--- src/hdl/iff_pkg.sv ---
package iff_pkg;

	// Widths of the item fields.
	localparam int VALUE_W = 64;
	localparam int KIND_W = 3;
	localparam int CNT_W = 7;
	localparam int CH_W = 8;
	localparam int DIG_W = 4;

	// Defaults of the top-level parameters.
	localparam int VALUE_BITS_DEF = 64;
	localparam int MAX_CHARS_DEF = 64;

	// Conversion kinds. Codes above the upper hex kind format as unsigned decimal.
	localparam logic [KIND_W-1:0] KIND_SDEC = 3'd0;
	localparam logic [KIND_W-1:0] KIND_UDEC = 3'd1;
	localparam logic [KIND_W-1:0] KIND_OCT = 3'd2;
	localparam logic [KIND_W-1:0] KIND_HEXL = 3'd3;
	localparam logic [KIND_W-1:0] KIND_HEXU = 3'd4;

	// ASCII characters used in the layout.
	localparam logic [CH_W-1:0] CH_MINUS = 8'h2D;
	localparam logic [CH_W-1:0] CH_PLUS = 8'h2B;
	localparam logic [CH_W-1:0] CH_BLANK = 8'h20;
	localparam logic [CH_W-1:0] CH_ZERO = 8'h30;
	localparam logic [CH_W-1:0] CH_X_LOW = 8'h78;
	localparam logic [CH_W-1:0] CH_X_UP = 8'h58;
	localparam logic [CH_W-1:0] CH_A_LOW = 8'h61;
	localparam logic [CH_W-1:0] CH_A_UP = 8'h41;

	// Layout of one formatted number, handed from the front to the back.
	typedef struct packed {
		logic [CNT_W-1:0] lead;
		logic sign_on;
		logic [CH_W-1:0] sign_ch;
		logic pfx_zero;
		logic pfx_x;
		logic upper;
		logic [CNT_W-1:0] zeros;
		logic [CNT_W-1:0] ndig;
		logic [CNT_W-1:0] trail;
	} job_t;

	// Digit symbol, as in "0123456789abcdef" or "0123456789ABCDEF".
	function automatic logic [CH_W-1:0] digit_char(input logic [DIG_W-1:0] d,
			input logic upper);
		logic [CH_W-1:0] ext;
		ext = CH_W'(d);
		if (d < 4'd10) begin
			return CH_ZERO + ext;
		end
		return (upper ? CH_A_UP : CH_A_LOW) + ext - CH_W'(10);
	endfunction

endpackage

--- src/hdl/iff_ifs.sv ---
// Number channel: one integer with its conversion flags per item.
interface iff_num_if;
	logic valid;
	logic ready;
	logic signed [iff_pkg::VALUE_W-1:0] value;
	logic [iff_pkg::KIND_W-1:0] kind;
	logic left_justify;
	logic force_sign;
	logic blank_sign;
	logic alt_form;
	logic zero_pad;
	logic [iff_pkg::CNT_W-1:0] field_width;
	logic signed [iff_pkg::CNT_W-1:0] min_digits;

	modport source (output valid, value, kind, left_justify, force_sign, blank_sign,
		alt_form, zero_pad, field_width, min_digits, input ready);
	modport sink (input valid, value, kind, left_justify, force_sign, blank_sign,
		alt_form, zero_pad, field_width, min_digits, output ready);
endinterface

// Text channel: one character per item.
interface iff_text_if;
	logic valid;
	logic ready;
	logic [iff_pkg::CH_W-1:0] ch;
	logic last;

	modport source (output valid, ch, last, input ready);
	modport sink (input valid, ch, last, output ready);
endinterface

--- src/hdl/iff_front.sv ---
module iff_front #(
	parameter int VALUE_BITS = iff_pkg::VALUE_BITS_DEF,
	parameter int MAX_CHARS = iff_pkg::MAX_CHARS_DEF
) (
	input logic clk,
	input logic arst_n,
	iff_num_if.sink num,
	output iff_pkg::job_t job,
	output logic [iff_pkg::DIG_W*((VALUE_BITS+2)/3)-1:0] job_dig,
	output logic job_valid,
	input logic job_ready
);
	import iff_pkg::*;

	localparam int DIG_N = (VALUE_BITS + 2) / 3;
	localparam int BCD_W = DIG_W * DIG_N;
	localparam int OCT_W = 3 * DIG_N;
	localparam int BIN_W = 2 * ((VALUE_BITS + 1) / 2);
	localparam int STEPS = BIN_W / 2;
	localparam int STEP_W = $clog2(STEPS + 1);

	typedef enum logic [1:0] {BASE_DEC, BASE_OCT, BASE_HEX} base_t;
	typedef enum logic [1:0] {S_IDLE, S_CONV, S_LEN, S_PUSH} state_t;

	state_t state_q;
	base_t base_q;
	logic upper_q, neg_q, left_q, plus_q, blank_q, alt_q, zpad_q;
	logic [CNT_W-1:0] fw_q, prec_q, ndig_q, npre_q;
	logic [BCD_W-1:0] dig_q;
	logic [BIN_W-1:0] bin_q;
	logic [STEP_W-1:0] step_q;

	// One shift-and-add-three step of the binary to BCD conversion.
	function automatic logic [BCD_W-1:0] dabble(input logic [BCD_W-1:0] b,
			input logic bit_in);
		logic [BCD_W-1:0] adj;
		for (int i = 0; i < DIG_N; i++) begin
			adj[DIG_W*i +: DIG_W] = (b[DIG_W*i +: DIG_W] >= 4'd5) ?
				b[DIG_W*i +: DIG_W] + 4'd3 : b[DIG_W*i +: DIG_W];
		end
		return {adj[BCD_W-2:0], bit_in};
	endfunction

	// Classify the incoming number and take its magnitude.
	logic [VALUE_BITS-1:0] raw, mag;
	logic neg_in;
	base_t base_in;
	logic [OCT_W-1:0] mag_oct;
	logic [BCD_W-1:0] mag_hex;
	logic [BCD_W-1:0] dig_in;

	assign raw = num.value[VALUE_BITS-1:0];
	assign neg_in = (num.kind == KIND_SDEC) && raw[VALUE_BITS-1];
	assign mag = neg_in ? (~raw) + {{(VALUE_BITS-1){1'b0}}, 1'b1} : raw;
	assign mag_oct = OCT_W'(mag);
	assign mag_hex = BCD_W'(mag);

	always_comb begin
		case (num.kind)
			KIND_SDEC, KIND_UDEC: base_in = BASE_DEC;
			KIND_OCT: base_in = BASE_OCT;
			KIND_HEXL, KIND_HEXU: base_in = BASE_HEX;
			default: base_in = BASE_DEC;
		endcase
	end

	// Octal and hex digits are plain slices of the magnitude.
	always_comb begin
		for (int i = 0; i < DIG_N; i++) begin
			case (base_in)
				BASE_OCT: dig_in[DIG_W*i +: DIG_W] = {1'b0, mag_oct[3*i +: 3]};
				BASE_HEX: dig_in[DIG_W*i +: DIG_W] = mag_hex[DIG_W*i +: DIG_W];
				default: dig_in[DIG_W*i +: DIG_W] = '0;
			endcase
		end
	end

	// Digit count: position of the highest non-zero digit, at least one.
	logic [CNT_W-1:0] ndig_c;
	always_comb begin
		ndig_c = CNT_W'(1);
		for (int i = 0; i < DIG_N; i++) begin
			if (dig_q[DIG_W*i +: DIG_W] != '0) begin
				ndig_c = CNT_W'(i + 1);
			end
		end
	end

	// Sign and prefix lengths, and the precision limited to the field maximum.
	logic sign_on, pfx_zero, pfx_x;
	logic [CNT_W-1:0] npre_c, lim_c, prec_c;
	assign sign_on = neg_q | plus_q | blank_q;
	assign pfx_zero = alt_q && (base_q != BASE_DEC);
	assign pfx_x = alt_q && (base_q == BASE_HEX);
	assign npre_c = CNT_W'(sign_on) + CNT_W'(pfx_zero) + CNT_W'(pfx_x);
	assign lim_c = CNT_W'(MAX_CHARS) - npre_c;
	assign prec_c = (prec_q > lim_c) ? lim_c : prec_q;

	// Zeros and padding of the final layout.
	logic [CNT_W-1:0] nz0, body, pad;
	logic zfill;
	assign nz0 = (prec_q > ndig_q) ? prec_q - ndig_q : '0;
	assign body = npre_q + nz0 + ndig_q;
	assign pad = (fw_q > body) ? fw_q - body : '0;
	assign zfill = zpad_q && !left_q;

	always_comb begin
		job.lead = (!zfill && !left_q) ? pad : '0;
		job.sign_on = sign_on;
		job.sign_ch = neg_q ? CH_MINUS : (plus_q ? CH_PLUS : CH_BLANK);
		job.pfx_zero = pfx_zero;
		job.pfx_x = pfx_x;
		job.upper = upper_q;
		job.zeros = nz0 + (zfill ? pad : '0);
		job.ndig = ndig_q;
		job.trail = left_q ? pad : '0;
	end

	assign job_dig = dig_q;
	assign job_valid = (state_q == S_PUSH);
	assign num.ready = (state_q == S_IDLE);

	// Sequencer: capture, decimal conversion two bits a cycle, layout, hand-over.
	always_ff @(posedge clk or negedge arst_n) begin
		if (!arst_n) begin
			state_q <= S_IDLE;
			base_q <= BASE_DEC;
			upper_q <= 1'b0;
			neg_q <= 1'b0;
			left_q <= 1'b0;
			plus_q <= 1'b0;
			blank_q <= 1'b0;
			alt_q <= 1'b0;
			zpad_q <= 1'b0;
			fw_q <= '0;
			prec_q <= '0;
			ndig_q <= '0;
			npre_q <= '0;
			dig_q <= '0;
			bin_q <= '0;
			step_q <= '0;
		end else begin
			case (state_q)
				S_IDLE: begin
					if (num.valid) begin
						base_q <= base_in;
						upper_q <= (num.kind == KIND_HEXU);
						neg_q <= neg_in;
						left_q <= num.left_justify;
						plus_q <= num.force_sign;
						blank_q <= num.blank_sign;
						alt_q <= num.alt_form;
						zpad_q <= num.zero_pad;
						fw_q <= (num.field_width > CNT_W'(MAX_CHARS)) ?
							CNT_W'(MAX_CHARS) : num.field_width;
						prec_q <= num.min_digits[CNT_W-1] ? '0 : $unsigned(num.min_digits);
						dig_q <= dig_in;
						bin_q <= BIN_W'(mag);
						step_q <= STEP_W'(STEPS);
						state_q <= (base_in == BASE_DEC) ? S_CONV : S_LEN;
					end
				end
				S_CONV: begin
					dig_q <= dabble(dabble(dig_q, bin_q[BIN_W-1]), bin_q[BIN_W-2]);
					bin_q <= {bin_q[BIN_W-3:0], 2'b00};
					step_q <= step_q - STEP_W'(1);
					if (step_q == STEP_W'(1)) begin
						state_q <= S_LEN;
					end
				end
				S_LEN: begin
					ndig_q <= ndig_c;
					npre_q <= npre_c;
					prec_q <= prec_c;
					state_q <= S_PUSH;
				end
				S_PUSH: begin
					if (job_ready) begin
						state_q <= S_IDLE;
					end
				end
				default: state_q <= S_IDLE;
			endcase
		end
	end

endmodule

--- src/hdl/iff_queue.sv ---
module iff_queue #(
	parameter int W = 8
) (
	input logic clk,
	input logic arst_n,
	input logic [W-1:0] in_data,
	input logic in_valid,
	output logic in_ready,
	output logic [W-1:0] out_data,
	output logic out_valid,
	input logic out_ready
);
	localparam int QD = 2;
	localparam int PTR_W = $clog2(QD);

	logic [W-1:0] mem_q [QD];
	logic [PTR_W-1:0] wp_q, rp_q;
	logic [PTR_W:0] cnt_q;
	logic push, pop;

	assign in_ready = (cnt_q != (PTR_W+1)'(QD));
	assign out_valid = (cnt_q != '0);
	assign out_data = mem_q[rp_q];
	assign push = in_valid && in_ready;
	assign pop = out_valid && out_ready;

	// Storage.
	always_ff @(posedge clk) begin
		if (push) begin
			mem_q[wp_q] <= in_data;
		end
	end

	// Pointers and fill level.
	always_ff @(posedge clk or negedge arst_n) begin
		if (!arst_n) begin
			wp_q <= '0;
			rp_q <= '0;
			cnt_q <= '0;
		end else begin
			if (push) begin
				wp_q <= wp_q + PTR_W'(1);
			end
			if (pop) begin
				rp_q <= rp_q + PTR_W'(1);
			end
			if (push && !pop) begin
				cnt_q <= cnt_q + (PTR_W+1)'(1);
			end else if (pop && !push) begin
				cnt_q <= cnt_q - (PTR_W+1)'(1);
			end
		end
	end

endmodule

--- src/hdl/iff_back.sv ---
module iff_back #(
	parameter int VALUE_BITS = iff_pkg::VALUE_BITS_DEF
) (
	input logic clk,
	input logic arst_n,
	input iff_pkg::job_t job,
	input logic [iff_pkg::DIG_W*((VALUE_BITS+2)/3)-1:0] job_dig,
	input logic job_valid,
	output logic job_ready,
	iff_text_if.source text
);
	import iff_pkg::*;

	localparam int DIG_N = (VALUE_BITS + 2) / 3;
	localparam int IDX_W = $clog2(DIG_N);

	logic active_q;
	logic [CNT_W-1:0] pos_q, last_q;
	logic [CNT_W-1:0] e_lead_q, e_sign_q, e_pz_q, e_px_q, e_zero_q, e_dig_q;
	logic [CH_W-1:0] sign_ch_q;
	logic upper_q;
	logic [DIG_W-1:0] dig_q [DIG_N];
	logic ovalid_q, olast_q;
	logic [CH_W-1:0] och_q;

	// Section ends of the text, counted in characters from the start.
	logic [CNT_W-1:0] e_lead, e_sign, e_pz, e_px, e_zero, e_dig, e_all;
	assign e_lead = job.lead;
	assign e_sign = e_lead + CNT_W'(job.sign_on);
	assign e_pz = e_sign + CNT_W'(job.pfx_zero);
	assign e_px = e_pz + CNT_W'(job.pfx_x);
	assign e_zero = e_px + job.zeros;
	assign e_dig = e_zero + job.ndig;
	assign e_all = e_dig + job.trail;

	// Character at the current position.
	logic [CNT_W-1:0] didx;
	logic [CH_W-1:0] ch_c;
	assign didx = e_dig_q - CNT_W'(1) - pos_q;
	always_comb begin
		if (pos_q < e_lead_q) begin
			ch_c = CH_BLANK;
		end else if (pos_q < e_sign_q) begin
			ch_c = sign_ch_q;
		end else if (pos_q < e_pz_q) begin
			ch_c = CH_ZERO;
		end else if (pos_q < e_px_q) begin
			ch_c = upper_q ? CH_X_UP : CH_X_LOW;
		end else if (pos_q < e_zero_q) begin
			ch_c = CH_ZERO;
		end else if (pos_q < e_dig_q) begin
			ch_c = digit_char(dig_q[didx[IDX_W-1:0]], upper_q);
		end else begin
			ch_c = CH_BLANK;
		end
	end

	logic adv;
	assign adv = active_q && (!ovalid_q || text.ready);
	assign job_ready = !active_q;

	assign text.valid = ovalid_q;
	assign text.ch = och_q;
	assign text.last = olast_q;

	// Take a layout, then send one character a cycle through the output register while the text channel accepts them.
	always_ff @(posedge clk or negedge arst_n) begin
		if (!arst_n) begin
			active_q <= 1'b0;
			pos_q <= '0;
			last_q <= '0;
			e_lead_q <= '0;
			e_sign_q <= '0;
			e_pz_q <= '0;
			e_px_q <= '0;
			e_zero_q <= '0;
			e_dig_q <= '0;
			sign_ch_q <= '0;
			upper_q <= 1'b0;
			for (int i = 0; i < DIG_N; i++) begin
				dig_q[i] <= '0;
			end
			ovalid_q <= 1'b0;
			olast_q <= 1'b0;
			och_q <= '0;
		end else begin
			if (!active_q && job_valid) begin
				active_q <= 1'b1;
				pos_q <= '0;
				last_q <= e_all - CNT_W'(1);
				e_lead_q <= e_lead;
				e_sign_q <= e_sign;
				e_pz_q <= e_pz;
				e_px_q <= e_px;
				e_zero_q <= e_zero;
				e_dig_q <= e_dig;
				sign_ch_q <= job.sign_ch;
				upper_q <= job.upper;
				for (int i = 0; i < DIG_N; i++) begin
					dig_q[i] <= job_dig[DIG_W*i +: DIG_W];
				end
			end
			if (adv) begin
				ovalid_q <= 1'b1;
				och_q <= ch_c;
				olast_q <= (pos_q == last_q);
				pos_q <= pos_q + CNT_W'(1);
				if (pos_q == last_q) begin
					active_q <= 1'b0;
				end
			end else if (text.ready) begin
				ovalid_q <= 1'b0;
			end
		end
	end

endmodule

--- src/hdl/integer_field_formatter_unit.sv ---
// Integer field formatter: turns one number with a printf-style integer conversion
// (signed or unsigned decimal, octal, lower or upper hex, with the left, plus, space,
// alternate and zero flags, a field width and a precision) into its text, one ASCII
// character per item on the text channel, the final character marked by last.
// A front stage takes the number, converts it and works out the layout; a two-entry
// queue hands the layout to a back stage that sends the characters through an output
// register, so the front converts the next number while the back is still sending.
// Decimal conversion runs a binary to BCD shifter at two bits a cycle; octal and hex
// need none. The front takes the number, converts it if it is decimal, registers the
// layout and hands it over, and takes no new number until that hand-over is done.
// The back takes each layout and then sends one character a cycle while the text
// channel accepts them, and takes the next layout only once it has registered the
// last character of the one before.
// There is no clearing pass after reset.
module integer_field_formatter_unit #(
	parameter int VALUE_BITS = iff_pkg::VALUE_BITS_DEF,
	parameter int MAX_CHARS = iff_pkg::MAX_CHARS_DEF
) (
	input logic clk,
	input logic arst_n,
	iff_num_if.sink num,
	iff_text_if.source text
);
	import iff_pkg::*;

	localparam int DIG_N = (VALUE_BITS + 2) / 3;
	localparam int BCD_W = DIG_W * DIG_N;
	localparam int JOB_W = $bits(job_t) + BCD_W;

	job_t f_job, b_job;
	logic [BCD_W-1:0] f_dig, b_dig;
	logic f_valid, f_ready, b_valid, b_ready;

	iff_front #(
		.VALUE_BITS(VALUE_BITS),
		.MAX_CHARS(MAX_CHARS)
	) u_front (
		.clk(clk),
		.arst_n(arst_n),
		.num(num),
		.job(f_job),
		.job_dig(f_dig),
		.job_valid(f_valid),
		.job_ready(f_ready)
	);

	// Layout queue between conversion and character output.
	iff_queue #(
		.W(JOB_W)
	) u_queue (
		.clk(clk),
		.arst_n(arst_n),
		.in_data({f_job, f_dig}),
		.in_valid(f_valid),
		.in_ready(f_ready),
		.out_data({b_job, b_dig}),
		.out_valid(b_valid),
		.out_ready(b_ready)
	);

	iff_back #(
		.VALUE_BITS(VALUE_BITS)
	) u_back (
		.clk(clk),
		.arst_n(arst_n),
		.job(b_job),
		.job_dig(b_dig),
		.job_valid(b_valid),
		.job_ready(b_ready),
		.text(text)
	);

endmodule
--- src/flat_wrapper.sv ---
// flat-port wrapper written by rule: the top's interface ports become plain ports
module integer_field_formatter_unit_flat import iff_pkg::*;
#(
	parameter int VALUE_BITS = iff_pkg::VALUE_BITS_DEF,
	parameter int MAX_CHARS = iff_pkg::MAX_CHARS_DEF
)
  (clk, arst_n, num_valid, num_value, num_kind, num_left_justify, num_force_sign, num_blank_sign, num_alt_form, num_zero_pad, num_field_width, num_min_digits, num_ready, text_valid, text_ch, text_last, text_ready);
  iff_num_if num_i ();
  iff_text_if text_i ();
  input logic clk;
  input logic arst_n;
  input wire logic [$bits(num_i.valid)-1:0] num_valid;
  input wire logic [$bits(num_i.value)-1:0] num_value;
  input wire logic [$bits(num_i.kind)-1:0] num_kind;
  input wire logic [$bits(num_i.left_justify)-1:0] num_left_justify;
  input wire logic [$bits(num_i.force_sign)-1:0] num_force_sign;
  input wire logic [$bits(num_i.blank_sign)-1:0] num_blank_sign;
  input wire logic [$bits(num_i.alt_form)-1:0] num_alt_form;
  input wire logic [$bits(num_i.zero_pad)-1:0] num_zero_pad;
  input wire logic [$bits(num_i.field_width)-1:0] num_field_width;
  input wire logic [$bits(num_i.min_digits)-1:0] num_min_digits;
  output wire logic [$bits(num_i.ready)-1:0] num_ready;
  output wire logic [$bits(text_i.valid)-1:0] text_valid;
  output wire logic [$bits(text_i.ch)-1:0] text_ch;
  output wire logic [$bits(text_i.last)-1:0] text_last;
  input wire logic [$bits(text_i.ready)-1:0] text_ready;
  assign num_i.valid = num_valid;
  assign num_i.value = num_value;
  assign num_i.kind = num_kind;
  assign num_i.left_justify = num_left_justify;
  assign num_i.force_sign = num_force_sign;
  assign num_i.blank_sign = num_blank_sign;
  assign num_i.alt_form = num_alt_form;
  assign num_i.zero_pad = num_zero_pad;
  assign num_i.field_width = num_field_width;
  assign num_i.min_digits = num_min_digits;
  assign num_ready = num_i.ready;
  assign text_valid = text_i.valid;
  assign text_ch = text_i.ch;
  assign text_last = text_i.last;
  assign text_i.ready = text_ready;
  integer_field_formatter_unit #(.VALUE_BITS(VALUE_BITS), .MAX_CHARS(MAX_CHARS)) u_core (.clk(clk), .arst_n(arst_n), .num(num_i), .text(text_i));
endmodule
--- config.mk ---
export PLATFORM = sky130hd
export DESIGN_NAME = integer_field_formatter_unit_flat
export DESIGN_NICKNAME = d
export VERILOG_FILES = /design/src/hdl/iff_pkg.sv /design/src/hdl/iff_ifs.sv /design/src/hdl/iff_front.sv /design/src/hdl/iff_queue.sv /design/src/hdl/iff_back.sv /design/src/hdl/integer_field_formatter_unit.sv /design/src/flat_wrapper.sv
export SDC_FILE = /design/constraint.sdc
export NUM_CORES = 1
export LEC_CHECK = 0
export BUFFER_PORTS_ARGS = -buffer_cell sky130_fd_sc_hd__clkbuf_2
export CAP_MARGIN = 20
export CORE_UTILIZATION = 50
export CTS_BUF_LIST = sky130_fd_sc_hd__clkbuf_4 sky130_fd_sc_hd__clkbuf_8
export CTS_CLUSTER_SIZE = 40
export DETAILED_ROUTE_END_ITERATION = 7
export GPL_TIMING_DRIVEN = 0
export MAX_ROUTING_LAYER = met4
export PLACE_DENSITY = 0.67
export SYNTH_ARGS = -nofsm -noshare
export SYNTH_HDL_FRONTEND = slang
export SYNTH_SLANG_ARGS = --single-unit
--- constraint.sdc ---
create_clock -name clk -period 7.74 [get_ports clk]
set_input_delay 0.774 -clock clk [delete_from_list [all_inputs] [get_ports clk]]
set_output_delay 0.774 -clock clk [all_outputs]
set_load 0.01 [all_outputs]
Word level (Yosys, flattened, before mapping)
Memory sizes are Yosys's and may differ from the RTL's.
Cells that the tools add are included.
{"block": "classes", "addsub": 71, "n_lt_le_gt_ge": 56, "eq_ne": 16, "mux": 143, "n_bitwise": 4, "n_reduce_logical": 53}
{"op": "$mux W7", "count": 30}
{"op": "$mux W4", "count": 46}
{"op": "$ge A4 B3 Y1 const B", "count": 44}
{"op": "$pmux W88 S2", "count": 1}
{"op": "$add A4 B2 Y4 const B", "count": 42}
{"op": "$mux W64", "count": 2}
{"op": "$pmux W4 S2", "count": 16}
{"op": "$pmux W64 S2", "count": 1}
{"op": "$mux W88", "count": 1}
{"op": "$reduce_bool A4 Y1", "count": 21}
{"op": "$add A64 B1 Y64 const B", "count": 1}
{"op": "$mux W8", "count": 8}
{"op": "$not A64 Y64", "count": 1}
{"op": "$add A7 B7 Y7", "count": 6}
{"op": "$lt A7 B7 Y1", "count": 6}
{"op": "$mux W6", "count": 4}
{"op": "$add A7 B1 Y7", "count": 3}
{"op": "$gt A7 B7 Y1", "count": 3}
{"op": "$mux W3", "count": 7}
{"op": "$bmux W4 S5", "count": 1}
{"op": "$mux W1", "count": 15}
{"op": "$mux W2", "count": 7}
{"op": "$pmux W7 S2", "count": 1}
{"op": "$reduce_bool A2 Y1", "count": 7}
{"op": "other kinds (40)", "count": 69}
{"block": "totals", "regBits": 365, "ram_bits": 248, "inputBits": 90, "out_inout_bits": 11, "mem_count": 1}
{"name": "u_core.u_queue.mem_q", "depth": 2, "word_bits": 124, "rd": 1, "rd_ports_with_merged_regs": 0, "wr": 1, "line_no": "iff_queue.sv:16", "text": "logic [W-1:0] mem_q [QD];"}

Logic depth before layout (Yosys ltp)
{"block": "depth", "ltp_word": 22, "mapped_depth": 35}

Modules after synthesis
A second synthesis with hierarchy kept.
{"block": "hier_totals", "hier_cells": 3386, "hier_area_um2": 34956.0}
{"module": "iff_front", "instances": 1, "cells_each": 1946, "area_each_um2": 16148.0}
{"module": "iff_queue", "instances": 1, "cells_each": 416, "area_each_um2": 9474.1}
{"module": "iff_back", "instances": 1, "cells_each": 1024, "area_each_um2": 9334.0}

Least setup slack after synthesis
No wires, ideal clock.
{"block": "synth_path", "path_type": "register -> register", "start": "register u_core.u_queue.rp_q", "end": "register u_core.u_back.last_q[6]", "setup_ns": 0.138, "t_arrival_ns": 6.165, "slack_ns": 1.437, "path_stages_with_launch": 25, "synth_period_minus_slack_ns": 6.303, "path_cell_list": "dfrtp_1 -> clkbuf_1 -> clkbuf_1 -> buf_1 -> mux2_2 -> ha_1 -> ha_1 -> ha_1 -> ha_1 -> fa_1 -> inv_1 -> fa_1 -> xor2_1 -> ha_1 -> inv_1 -> ha_1 -> a21o_1 -> a21oi_1 -> o21bai_1 -> a21oi_1 -> xnor2_1 -> xor2_1 -> mux2_2 -> a32oi_1 -> o211ai_1"}
{"block": "synth_between", "elab_chain_cells": 8}
{"element": "from (decl)", "line_no": "iff_queue.sv:17", "text": "logic [PTR_W-1:0] wp_q, rp_q;"}
{"element": "from (signal assigned)", "line_no": "iff_queue.sv:45", "text": "rp_q <= rp_q + PTR_W'(1);"}
{"element": "$mem_v2 Z2 W124"}
{"element": "$add A7 B1 Y7", "line_no": "iff_back.sv:29", "text": "assign e_sign = e_lead + CNT_W'(job.sign_on);"}
{"element": "via u_core.u_back.e_sign[1]", "line_no": "iff_back.sv:27", "text": "logic [CNT_W-1:0] e_lead, e_sign, e_pz, e_px, e_zero, e_dig, e_all;"}
{"element": "$add A7 B1 Y7", "line_no": "iff_back.sv:30", "text": "assign e_pz = e_sign + CNT_W'(job.pfx_zero);"}
{"element": "via u_core.u_back.e_pz[1]", "line_no": "iff_back.sv:27"}
{"element": "$add A7 B1 Y7", "line_no": "iff_back.sv:31", "text": "assign e_px = e_pz + CNT_W'(job.pfx_x);"}
{"element": "via u_core.u_back.e_px[1]", "line_no": "iff_back.sv:27"}
{"element": "$add A7 B7 Y7", "line_no": "iff_back.sv:32", "text": "assign e_zero = e_px + job.zeros;"}
{"element": "via u_core.u_back.e_zero[1]", "line_no": "iff_back.sv:27"}
{"element": "$add A7 B7 Y7", "line_no": "iff_back.sv:33", "text": "assign e_dig = e_zero + job.ndig;"}
{"element": "$add A7 B7 Y7", "line_no": "iff_back.sv:34", "text": "assign e_all = e_dig + job.trail;"}
{"element": "$sub A7 B1 Y7", "line_no": "iff_back.sv:90", "text": "last_q <= e_all - CNT_W'(1);"}
{"element": "to (signal assigned)", "line_no": "iff_back.sv:90"}
{"element": "to (decl)", "line_no": "iff_back.sv:18", "text": "logic [CNT_W-1:0] pos_q, last_q;"}
The timed path passes the listed nets, and every way through them passes these cells.
A chain may end at the register's enable or synchronous reset.

Final worst setup path
{"block": "layout_path", "start": "register u_core.u_queue.rp_q", "end": "register u_core.u_back.last_q[6]"}
{"block": "layout_between", "elab_chain_cells": 8}
{"element": "$mem_v2 Z2 W124 (*)"}
{"element": "$add A7 B1 Y7", "line_no": "iff_back.sv:29"}
{"element": "$add A7 B1 Y7", "line_no": "iff_back.sv:30"}
{"element": "$add A7 B1 Y7 (*)", "line_no": "iff_back.sv:31"}
{"element": "via u_core.u_back.e_px[4]", "line_no": "iff_back.sv:27"}
{"element": "$add A7 B7 Y7 (*)", "line_no": "iff_back.sv:32"}
{"element": "via u_core.u_back.e_zero[4]", "line_no": "iff_back.sv:27"}
{"element": "$add A7 B7 Y7 (*)", "line_no": "iff_back.sv:33"}
{"element": "$add A7 B7 Y7 (*)", "line_no": "iff_back.sv:34"}
{"element": "$sub A7 B1 Y7 (*)", "line_no": "iff_back.sv:90"}
Mark *: on every way through the listed nets, which the timed path passes. The rest lies on a longest branch.

==> metrics.txt <==
DR vias=roughly 26000; core area=65900 um^2; total grt overflow=0; DR iter-0 viols=2099; design area=37300 um^2; Critical Path Most Common Cell=ha_1; Post-CTS Setup Bufs=0; reg2reg start=u_core.u_queue.rp_q; CTS H-tree depth=3; Design Power=17.1 mW; register bit total from synthesis=approximately 600; drt drc=5; dpl cell area=35200 um^2; routed length per instance=23.3 um; met3 GRT Util=4.64%; maxcap violations=0; Die W=260 um; Internal=9.44 mW; Critical path origin=u_core.u_queue.rp_q; first-pass GRT wire length=153000 um; TritonRoute pass-1 iters=8; ys flop type=dfrtp_1; CP max stage cell=clkbuf_1; Yosys Warn Count=0; GRT met2 Usage=49.5%; crit path time final=around 7200 ps; routing usage on met1=37.5%; Syn Inst Count=3217; Netlist cell types=71; Worst Hold Class=input pin to asynchronous set/reset pin; Port Buffers=a little under 100; failing checks=DRC; Final setup viols=0; site row count=94; largest net degree at the start of global routing=115; fillcell total=5670; P_leak=roughly 16 nW; Placed Cells=~4200; critical path type=flop to flop; maximum net fanout on the critical path=10; switching share of power=44.8%; asr flop ratio synth=59.3%; final std cells w/o fill=between 4000 and 5000; CTS tree=yes; Psw=7.67 mW; GPL Wtd Cong=about 0.94; crit end category=flop; fin crit share=93.1%; CP Launch Type=flop; endpoints failing hold=0; Mapped Avg Cell Area=a little over 10 um^2; Post-Syn Area=33400 um^2; vias per cell=5.98; total CTS buffers=99; synth top area cells=dfrtp_1 (26%), edfxtp_1 (22%), ha_1 (7.7%); CP required=between 8000 and 9000 ps; DIE HEIGHT=around 260 um; DPL Wire Length=about 77000 um; Max Freq=139 MHz; clock-pin slew on the worst setup and hold paths=approximately 60 ps; synthesis-to-finish area growth=11.8%; DRT antenna net count=0; most area-hungry cell type in the Yosys netlist=dfrtp_1; initial antenna violation count=1; nets@finish=3733; Worst path max stage delay=410 ps; setup_tns=0 ps; syn_nets=~3500; Worst VDD drop=slightly above 300 uV; crit path DAT=7750 ps; Die ar.=67700 um^2; Initial Util=50.6%; vias in the first global route=26100; Rel. slew slack=22.6%; RSZ-0062 raised after global routing=yes; Yosys top cell area share=about a quarter; max-slew violations=0; share of cells above drive strength 1=11.2%; Pwr Density=459 nW/um^2; Setup Skew=23.2 ps; Reg power frac=just under 30%; transition time of the tightest slew-check pin=1160 ps; number of flops mapped to enable cells by yosys=242; clock power share=around 17%; clock buffer depth=3; CTS Sinks=about 600; Comb pwr share=a little over half; total wire length=102000 um; root buffer cell=clkbuf_8; WHS=57.5 ps; clk_lat worst skew=720 ps; Total GRT Usage=between 30 and 40%; busiest grt layer=met2; Top Ports=101; outcome=complete, but fails checks; reg-to-reg setup timing slack=540 ps; sequential fraction of the synthesis area=48.3%
synth_stat cells, types with 16 or more instances:
cell type,n
dfrtp_1,353
o21ai_0,298
nand2_1,273
a21oi_1,248
edfxtp_1,242
inv_1,242
nor2_1,205
ha_1,204
mux2i_1,165
xnor2_1,110
clkbuf_1,109
mux2_2,61
xor2_1,59
nor3b_1,48
a22oi_1,47
nand2b_1,42
nor3_1,42
o22ai_1,35
nand3_1,32
nor2b_1,32
o21a_1,29
a21o_1,27
a222oi_1,26
mux4_2,23
buf_1,22
a221oi_1,17
a211oi_1,16
stage by stage:
step                      setup slack, ps  utilization [%]
after floorplan                      1440                -
after global placement              -2380             53.0
after detailed placement              215             53.4
after CTS                             126             56.6
after global routing               -0.981             56.6
final                                 535             56.6
layout make-up:
type / instances / area (um^2) / area share (%)
diodes: 1 / 2.50 / 0.00671
plain buffers: 135 / 517 / 1.39
clock buffers: 153 / 1860 / 4.99
clock inverters: 33 / 244 / 0.654
inverters: 242 / 908 / 2.44
multi-input cells: 2245 / 15900 / 42.5
flip-flops and latches: 595 / 16100 / 43.2
well taps: 864 / 1080 / 2.90
repair buffers: 110 / 729 / 1.96
sequential cells by signal (all words and copies together) (netlist names), 4 cells and up:
name / cells
u_core.u_front.ndig_q: 5
u_core.u_front.bin_q: 64
u_core.u_front.job_dig: 88
u_core.u_back.e_zero_q: 7
u_core.u_back.e_pz_q: 7
u_core.u_back.e_px_q: 7
u_core.u_back.last_q: 7
u_core.u_back.dig_q: 88
u_core.u_back.pos_q: 7
u_core.u_back.sign_ch_q: 4
u_core.u_front.prec_q: 7
u_core.u_back.e_lead_q: 7
u_core.u_back.text.ch: 7
u_core.u_front.fw_q: 7
u_core.u_front.step_q: 6
u_core.u_queue.mem_q: 242
u_core.u_back.e_dig_q: 7
u_core.u_back.e_sign_q: 7
power by group through the flow:
stage	registers, mW	logic, mW	clock network [mW]
after floorplan	4.73	6.57	0
after global placement	5.04	8.56	0
after detailed placement	5.03	8.94	0
after CTS	4.97	9.01	2.98
after global routing	5.07	10.1	3.12
final	5.00	9.16	2.95
cells in the final DEF, fill, tap and decap left out, types with 11 or more instances in the layout:
master,count
a221oi_1,17
fa_1,11
nor3_1,42
a22oi_1,47
or4_1,11
a31oi_1,12
nor3b_1,48
clkbuf_1,108
a211oi_1,15
ha_1,204
o21a_1,29
xor2_1,59
nor2_1,204
xnor2_1,110
nor4_1,14
dfrtp_1,353
mux2i_1,165
clkinv_2,16
clkbuf_2,99
mux2_2,61
o22ai_1,35
nand3_1,32
nand2b_1,42
buf_1,21
clkbuf_4,39
a222oi_1,26
o21ai_0,298
inv_1,242
a21oi_1,248
mux4_2,23
edfxtp_1,242
nor2b_1,32
o31ai_1,11
clkbuf_8,115
a21o_1,27
nand2_1,273
layer usage:
layer / wire length (um) / vias up / share of wire, %
met4: 6020 / 0 / 5.9
met2: 48100 / 1082 / 47
li1: - / 12000 / -
met5: 0 / - / 0
met1: 41200 / 12800 / 40
met3: 6670 / 302 / 6.5
worst max-delay path, delay by kind of cell (launching register included):
| family | cells | cell delay [ps] |
|---|---|---|
| multiplexers | 2 | 670 |
| buffers and inverters | 6 | 1350 |
| XOR/XNOR | 6 | 1720 |
| AND/OR/NAND/NOR | 2 | 400 |
| adder cells (fa/ha/maj) | 6 | 1680 |
| flip-flops | 1 | 320 |
| AO/OA/AOI/OAI | 6 | 870 |
path summary, 6_finish.rpt:
| path | to | cells after the start |
|---|---|---|
| worst max-delay path | u_core.u_back.last_q[6] | 28 |
| worst min-delay path | u_core.u_back.e_lead_q[1] | 1 |
| min in group clk | u_core.u_front.fw_q[3] | 3 |
| max in group asynchronous | u_core.u_back.dig_q[22] | 2 |
| worst max register to register | u_core.u_back.last_q[6] | 28 |
| worst min register to register | u_core.u_back.dig_q[83] | 2 |
cells by family (layout without fill, tap and decap cells):
| group | after synthesis | in the layout | synth area share, % |
|---|---|---|---|
| buf+inv | 377 | 673 | 4.27 |
| simple gates | 759 | 759 | 10.7 |
| flops | 595 | 595 | 48.3 |
| compound gates | 852 | 852 | 15.4 |
| fa+ha+maj | 215 | 215 | 8.31 |
| other cells | 1 | 2 | 0.0112 |
| xor+xnor | 169 | 169 | 4.44 |
| mux | 249 | 249 | 8.56 |
what timing repair did:
item	4_1_cts	5_1_grt
hold buffers	0	0
resized for setup	0	4
hold endpoints to repair	0	0
endpoints found under the setup margin	0	3
No activity file was read; power rests on OpenSTA's default activity.
